## src/hw/rtl/qvr_pkg.sv

```systemverilog
`timescale 1ns / 1ps

package qvr_pkg;

   typedef enum logic [1:0] {
      CSR_ROT_W = 2'd0,
      CSR_ROT_X = 2'd1,
      CSR_ROT_Y = 2'd2,
      CSR_ROT_Z = 2'd3
   } csr_index_type;

   localparam int NUM_PRODUCTS = 12;

endpackage

```

## src/hw/rtl/qvr_round.sv

```systemverilog
`timescale 1ns / 1ps

module qvr_round #(
   parameter int W = 16
) (
   input  logic                  clock,
   input  logic                  reset,
   input  logic                  in_valid,
   output logic                  in_ready,
   input  logic signed [2*W+2:0] hi_x,
   input  logic signed [2*W+2:0] hi_y,
   input  logic signed [2*W+2:0] hi_z,
   input  logic signed [2*W+2:0] lo_x,
   input  logic signed [2*W+2:0] lo_y,
   input  logic signed [2*W+2:0] lo_z,
   output logic                  out_valid,
   input  logic                  out_ready,
   output logic signed [W-1:0]   out_x,
   output logic signed [W-1:0]   out_y,
   output logic signed [W-1:0]   out_z,
   output logic                  clipped
);
   import qvr_pkg::*;

   localparam int RW  = 3 * W + 3;
   localparam int FS  = 2 * W - 2;
   localparam int SHW = RW - FS;
   localparam logic signed [W-1:0] OUT_MAX = {1'b0, {(W-1){1'b1}}};
   localparam logic signed [W-1:0] OUT_MIN = {1'b1, {(W-1){1'b0}}};

   logic                  ve_ff, ve_in;
   logic                  vf_ff, vf_in;
   logic                  ready_e, ready_f;
   logic signed [RW-1:0]  rx, ry, rz;
   logic signed [SHW-1:0] shx_ff, shy_ff, shz_ff;
   logic signed [SHW-1:0] shx_in, shy_in, shz_in;
   logic                  sat_x, sat_y, sat_z;
   logic signed [W-1:0]   ox_ff, oy_ff, oz_ff;
   logic signed [W-1:0]   ox_in, oy_in, oz_in;
   logic                  clip_ff, clip_in;

   assign ready_f  = !vf_ff || out_ready;
   assign ready_e  = !ve_ff || ready_f;
   assign in_ready = ready_e;

   always_comb begin
      ve_in = ready_e ? in_valid : ve_ff;
      vf_in = ready_f ? ve_ff : vf_ff;
   end

   // join halves, then drop the fraction bits with a floor
   always_comb begin
      rx     = (RW'(hi_x) <<< W) + RW'(lo_x);
      ry     = (RW'(hi_y) <<< W) + RW'(lo_y);
      rz     = (RW'(hi_z) <<< W) + RW'(lo_z);
      shx_in = $signed(rx[RW-1:FS]);
      shy_in = $signed(ry[RW-1:FS]);
      shz_in = $signed(rz[RW-1:FS]);
   end

   always_comb begin
      sat_x   = !(&shx_ff[SHW-1:W-1]) && (|shx_ff[SHW-1:W-1]);
      sat_y   = !(&shy_ff[SHW-1:W-1]) && (|shy_ff[SHW-1:W-1]);
      sat_z   = !(&shz_ff[SHW-1:W-1]) && (|shz_ff[SHW-1:W-1]);
      ox_in   = sat_x ? (shx_ff[SHW-1] ? OUT_MIN : OUT_MAX) : shx_ff[W-1:0];
      oy_in   = sat_y ? (shy_ff[SHW-1] ? OUT_MIN : OUT_MAX) : shy_ff[W-1:0];
      oz_in   = sat_z ? (shz_ff[SHW-1] ? OUT_MIN : OUT_MAX) : shz_ff[W-1:0];
      clip_in = sat_x || sat_y || sat_z;
   end

   always_ff @(posedge clock) begin
      if (reset) begin
         ve_ff <= 1'b0;
         vf_ff <= 1'b0;
      end else begin
         ve_ff <= ve_in;
         vf_ff <= vf_in;
      end
   end

   always_ff @(posedge clock) begin
      if (ready_e && in_valid) begin
         shx_ff <= shx_in;
         shy_ff <= shy_in;
         shz_ff <= shz_in;
      end
      if (ready_f && ve_ff) begin
         ox_ff   <= ox_in;
         oy_ff   <= oy_in;
         oz_ff   <= oz_in;
         clip_ff <= clip_in;
      end
   end

   assign out_valid = vf_ff;
   assign out_x     = ox_ff;
   assign out_y     = oy_ff;
   assign out_z     = oz_ff;
   assign clipped   = clip_ff;

endmodule

```

## config.mk

```make
export PLATFORM = sky130hd
export DESIGN_NAME = qvr_round
export DESIGN_NICKNAME = d
export VERILOG_FILES = /design/src/hw/rtl/qvr_pkg.sv /design/src/hw/rtl/qvr_round.sv
export SDC_FILE = /design/constraint.sdc
export NUM_CORES = 1
export LEC_CHECK = 0
export ABC_CLOCK_PERIOD_IN_PS = 5700
export BUFFER_PORTS_ARGS = -buffer_cell sky130_fd_sc_hd__buf_2
export CORE_MARGIN = 2
export CORE_UTILIZATION = 34
export DETAILED_ROUTE_END_ITERATION = 7
export PLACE_DENSITY = 0.55
export REMOVE_ABC_BUFFERS = 1
export SLEW_MARGIN = 20
export SYNTH_ARGS = -nofsm -noshare
export SYNTH_HDL_FRONTEND = slang
export SYNTH_SLANG_ARGS = --single-unit
```

## constraint.sdc

```tcl
create_clock -name clock -period 5.7 [get_ports clock]
set_clock_uncertainty 0.1 [all_clocks]
set_input_delay 1.425 -clock clock [delete_from_list [all_inputs] [get_ports clock]]
set_output_delay 1.425 -clock clock [all_outputs]
set_load 0.05 [all_outputs]
```

# == After elaboration in Yosys (flattened, before gate mapping) ==
# Cells that the tools add are included.
# totals
register_bits,114
inputBits,214
output_inout_bits,51
# op_classes
add_sub_neg,3
muxes,6
reduce_logical,20
# ops
op,n
$add A51 B35 Y51,3
$mux W16,6
$reduce_and A6 Y1,3
$reduce_or A6 Y1,3
$logic_and A1 B1 Y1,5
$logic_not A1 Y1,5
$logic_or A1 B1 Y1,4

# == Depth between registers and ports, before layout ==
# depth
word_depth,5
mapped_depth,10

# == Least setup slack after synthesis ==
# Ideal clock, no wire load.
# synth_path
path_kind,input to register
start,in out_ready
end,reg clip_ff (netlist: clipped) (enable)
setup_ns,0.462
t_arrival_ns,3.691
required_time_ns,5.138
path_slack_ns,1.447
cell_stages,2
path_buffers,0
path_cell_list,nor2b_1 nor2b_1
# synth_via
elab_chain_cells,2
# synth_lines
item,line,rtl
start: declaration,qvr_round.sv:17,"input logic out_ready,"
$logic_or A1 B1 Y1,qvr_round.sv:42,assign ready_f = !vf_ff || out_ready;
$logic_and A1 B1 Y1,qvr_round.sv:87,if (ready_f && ve_ff) begin
end signal: assignment,qvr_round.sv:91,clip_ff <= clip_in;
end: declaration,qvr_round.sv:40,"logic clip_ff, clip_in;"
# No other way between the ends.
# A chain may end at the register's enable or synchronous reset.

# == Worst setup path in the final report ==
# layout_path
start,in hi_z[12]
end,"reg shz_ff[20], data pin"
# layout_via
elab_chain_cells,1
# layout_lines
item,line,rtl
start: declaration,qvr_round.sv:12,"input logic signed [2*W+2:0] hi_z,"
$add A51 B35 Y51,qvr_round.sv:55,rz = (RW'(hi_z) <<< W) + RW'(lo_z);
named net rz[50],qvr_round.sv:34,"logic signed [RW-1:0] rx, ry, rz;"
end signal: assignment,qvr_round.sv:85,shz_ff <= shz_in;
end: declaration,qvr_round.sv:35,"logic signed [SHW-1:0] shx_ff, shy_ff, shz_ff;"
# The timed path passes the listed nets, and every way through them passes these cells.

==> results.py <==
metrics = {
    "synthesis": {
        "yosys_register_bits": 114,
        "async_flop_share_pct": 0,
        "synth_ff_type": "edfxtp_1",
        "netlist_area_sq_mm": 0.007879,
        "yosysTopAreaCellShare_pct": 42.69,
        "netlist_top_cells_area": "edfxtp_1, ha_1, a21o_1",
        "synth_warnings": 0,
        "synth-seq-area-share_pct": 43.20,
        "synth.largest_area_cell": "edfxtp_1",
        "syn_inst": 727,
        "ys_types": 55,
        "postSynthAreaPerCell_sq_um": 10.84,
        "synth_edf_count": 112,
    },
    "critical_path": {
        "r2r_setup_slack_ns": 3.73,
        "crit_buf_inv": 1,
        "crit_start": "hi_z[12]",
        "r2r-start": "shx_ff[20]",
        "critPathSlowestCell": "a2111oi_0",
        "cp-start-kind": "input port",
        "cp.required_ns": 5.76,
        "path_cells": "buf_2 -> ha_1 -> nand2_1 -> o21ai_0 -> a2111oi_0 -> a21oi_1 -> o21ai_0 -> a2111oi_0 -> o21a_1 -> nor2_1 -> xnor2_1",
        "critPathTopFamily": "compound AO/OA/AOI/OAI gates",
        "path_depth": 11,
        "end_kind": "flop",
        "max_stage_delay_ns": 0.94,
        "arrival_ns": 3.97,
        "cp_max_fo": 4,
        "worstRegToRegCells": 7,
        "crit_end": "shz_ff[20]",
        "r2r_end": "out_x[6]",
        "criticalPathCategory": "in -> reg",
    },
    "route": {
        "drt_iter0_markers": 166,
        "wl_mm": 18.84,
        "drtPass1Iterations": 6,
        "vias_per_cell": 5.109,
        "wl_per_cell_um": 15.05,
        "via_count": 6397,
        "antenna_left": 0,
        "drc": 0,
    },
    "grt": {
        "grt_pass1_wl_mm": 29.51,
        "antenna_found_initial": 4,
        "grt_max_degree": 64,
        "gr-usage-all-layers_pct": 15.31,
        "first_global_vias": 6023,
        "gr-total-overflow": 0,
    },
    "timing": {
        "rsz0062_at_grt": "false",
        "tns_ns": 0,
        "slew_headroom_pct": 30.83,
        "hold_viol": 0,
        "finalSetupViolations": 0,
        "hold_slack_ns": 0.4089,
        "period_share_pct": 68.73,
        "fin_ws_ns": 1.783,
        "final_max_slew_viol_count": 0,
        "timing.fmax_mhz": 255.3,
        "worstMarginPinSlew_ns": 1.011,
        "min_period_ns": 3.917,
    },
    "die": {
        "die_w_um": 156.2,
        "start_util_pct": 34.69,
        "rows": 55,
        "core_sq_mm": 0.02271,
        "fp.dieH_um": 156.2,
        "ioPinCount": 265,
        "die_area_sq_mm": 0.02441,
    },
    "clock_network": {
        "numCtsBuffers": 17,
        "cts_tree": "done",
        "cts_resized": 0,
        "post_cts_buffers": 0,
        "cts_sinks": 114,
        "root_buffer": "clkbuf_16",
        "hold_buffers": 0,
        "insertion_delay_ns": 0.40,
        "clk_pin_slew_ns": 0.06,
        "clock_tree.buffer_depth": 2,
        "htree_levels": 4,
    },
    "placement": {
        "place_area_sq_mm": 0.009310,
        "finalWeightedCongestion": 0.8725,
        "port_buffers": 216,
        "dp_slack_ns": 1.332,
        "post-dp-hpwl_mm": 14.61,
    },
    "finish": {
        "nNetsFinal": 1265,
        "drive_above_1_share_pct": 27.77,
        "area_growth_pct": 25.55,
        "design_area_sq_mm": 0.009892,
    },
    "power": {
        "vdd_drop_max_uv": 116.8,
        "power_density_mw_per_mm2": 286.9,
        "total_power_mw": 2.838,
        "p_leak_nw": 4.533,
    },
    "min_path": {
        "hold_path_class": "reg -> reg",
        "min_from": "shx_ff[20]",
    },
    "job": {
        "cap_violations": 0,
    },
    "run_status": {
        "status": "completed",
    },
}
[per-stage QoR]
step                      utilization, %  cells
after detailed placement           41.00   1218
after CTS                          43.53   1250
after global routing               43.54   1250
after global placement             41.00   1218
final                              43.56   1252
after floorplan                        -    711
[layer usage]
| metal | wire (um) | GRT usage (%) | up-vias |
|---|---|---|---|
| met3 | 1329 | 4.874 | 24 |
| met2 | 9050 | 26.06 | 147 |
| met1 | 8154 | 18.37 | 2929 |
| li1 | - | - | 3293 |
| met4 | 282 | 5.068 | 4 |
| met5 | 21 | 0 | - |
[worst min path at each step]
stage	endpoint	slack (ns)	depth (start not counted)
2_1_floorplan	out_x[15]	0.37	0
3_3_place_gp	out_z[8]	0.40	1
3_5_place_dp	out_z[9]	0.40	1
4_1_cts	out_x[15]	0.41	0
5_1_grt	out_z[5]	0.43	1
6_report	out_x[15]	0.41	0
[cell usage after synthesis, drive strengths merged, types with 5 or more instances]
cell type	count
a211oi	9
a21o	88
nor3	9
nand2b	8
ha	99
nor2	36
xnor2	41
nand3	18
o211ai	6
nor4	7
o21a	7
a41oi	7
nor2b	13
nand4	12
edfxtp	112
a31o	5
and4	5
inv	7
a21oi	66
nand2	45
o21ai	38
and3	10
clkbuf	16
xor2	20
[cell families after synthesis]
| logic type | Yosys count | share of synthesized area (%) |
|---|---|---|
| AO/OA/AOI/OAI | 259 | 22.33 |
| XOR/XNOR | 61 | 6.781 |
| adder cells (fa/ha/maj) | 99 | 15.72 |
| buffers and inverters | 23 | 1.096 |
| flip-flops | 114 | 43.20 |
| AND/OR/NAND/NOR | 171 | 10.88 |
[flip-flops by register name (all words and copies together) (netlist names), 16 cells and up]
register,count
shx_ff,21
shz_ff,21
out_x,16
out_z,16
out_y,16
shy_ff,21
[layout by cell type, fill, tap and decap left out, types with 8 or more instances in the layout]
cell type / instances
nor2b_1: 12
nor3_1: 8
a21oi_1: 66
and3_1: 10
nand2_1: 45
nand3_1: 18
o21ai_0: 27
nand4_1: 12
o21ai_1: 9
a211oi_1: 9
xor2_1: 20
nand2b_1: 8
edfxtp_1: 112
a21o_1: 87
ha_1: 99
clkbuf_16: 17
buf_2: 216
nor2_1: 35
xnor2_1: 41
[layout make-up]
| cell class | count | area [sq um] |
|---|---|---|
| repair buffers | 222 | 1126 |
| multi-input cells | 590 | 4400 |
| clock buffers | 21 | 460.4 |
| fillers | 2253 | 12820 |
| inverters | 7 | 26.28 |
| diodes | 2 | 5.005 |
| clock inverters | 11 | 113.9 |
| well taps | 285 | 356.6 |
| flip-flops and latches | 114 | 3403 |
[power by group]
part	switching, mW	internal, mW
logic	0.427	0.297
registers	0.0275	1.06
clock network	0.365	0.661
total	0.820	2.02
Note: power is estimated with default switching activity, not from simulation.
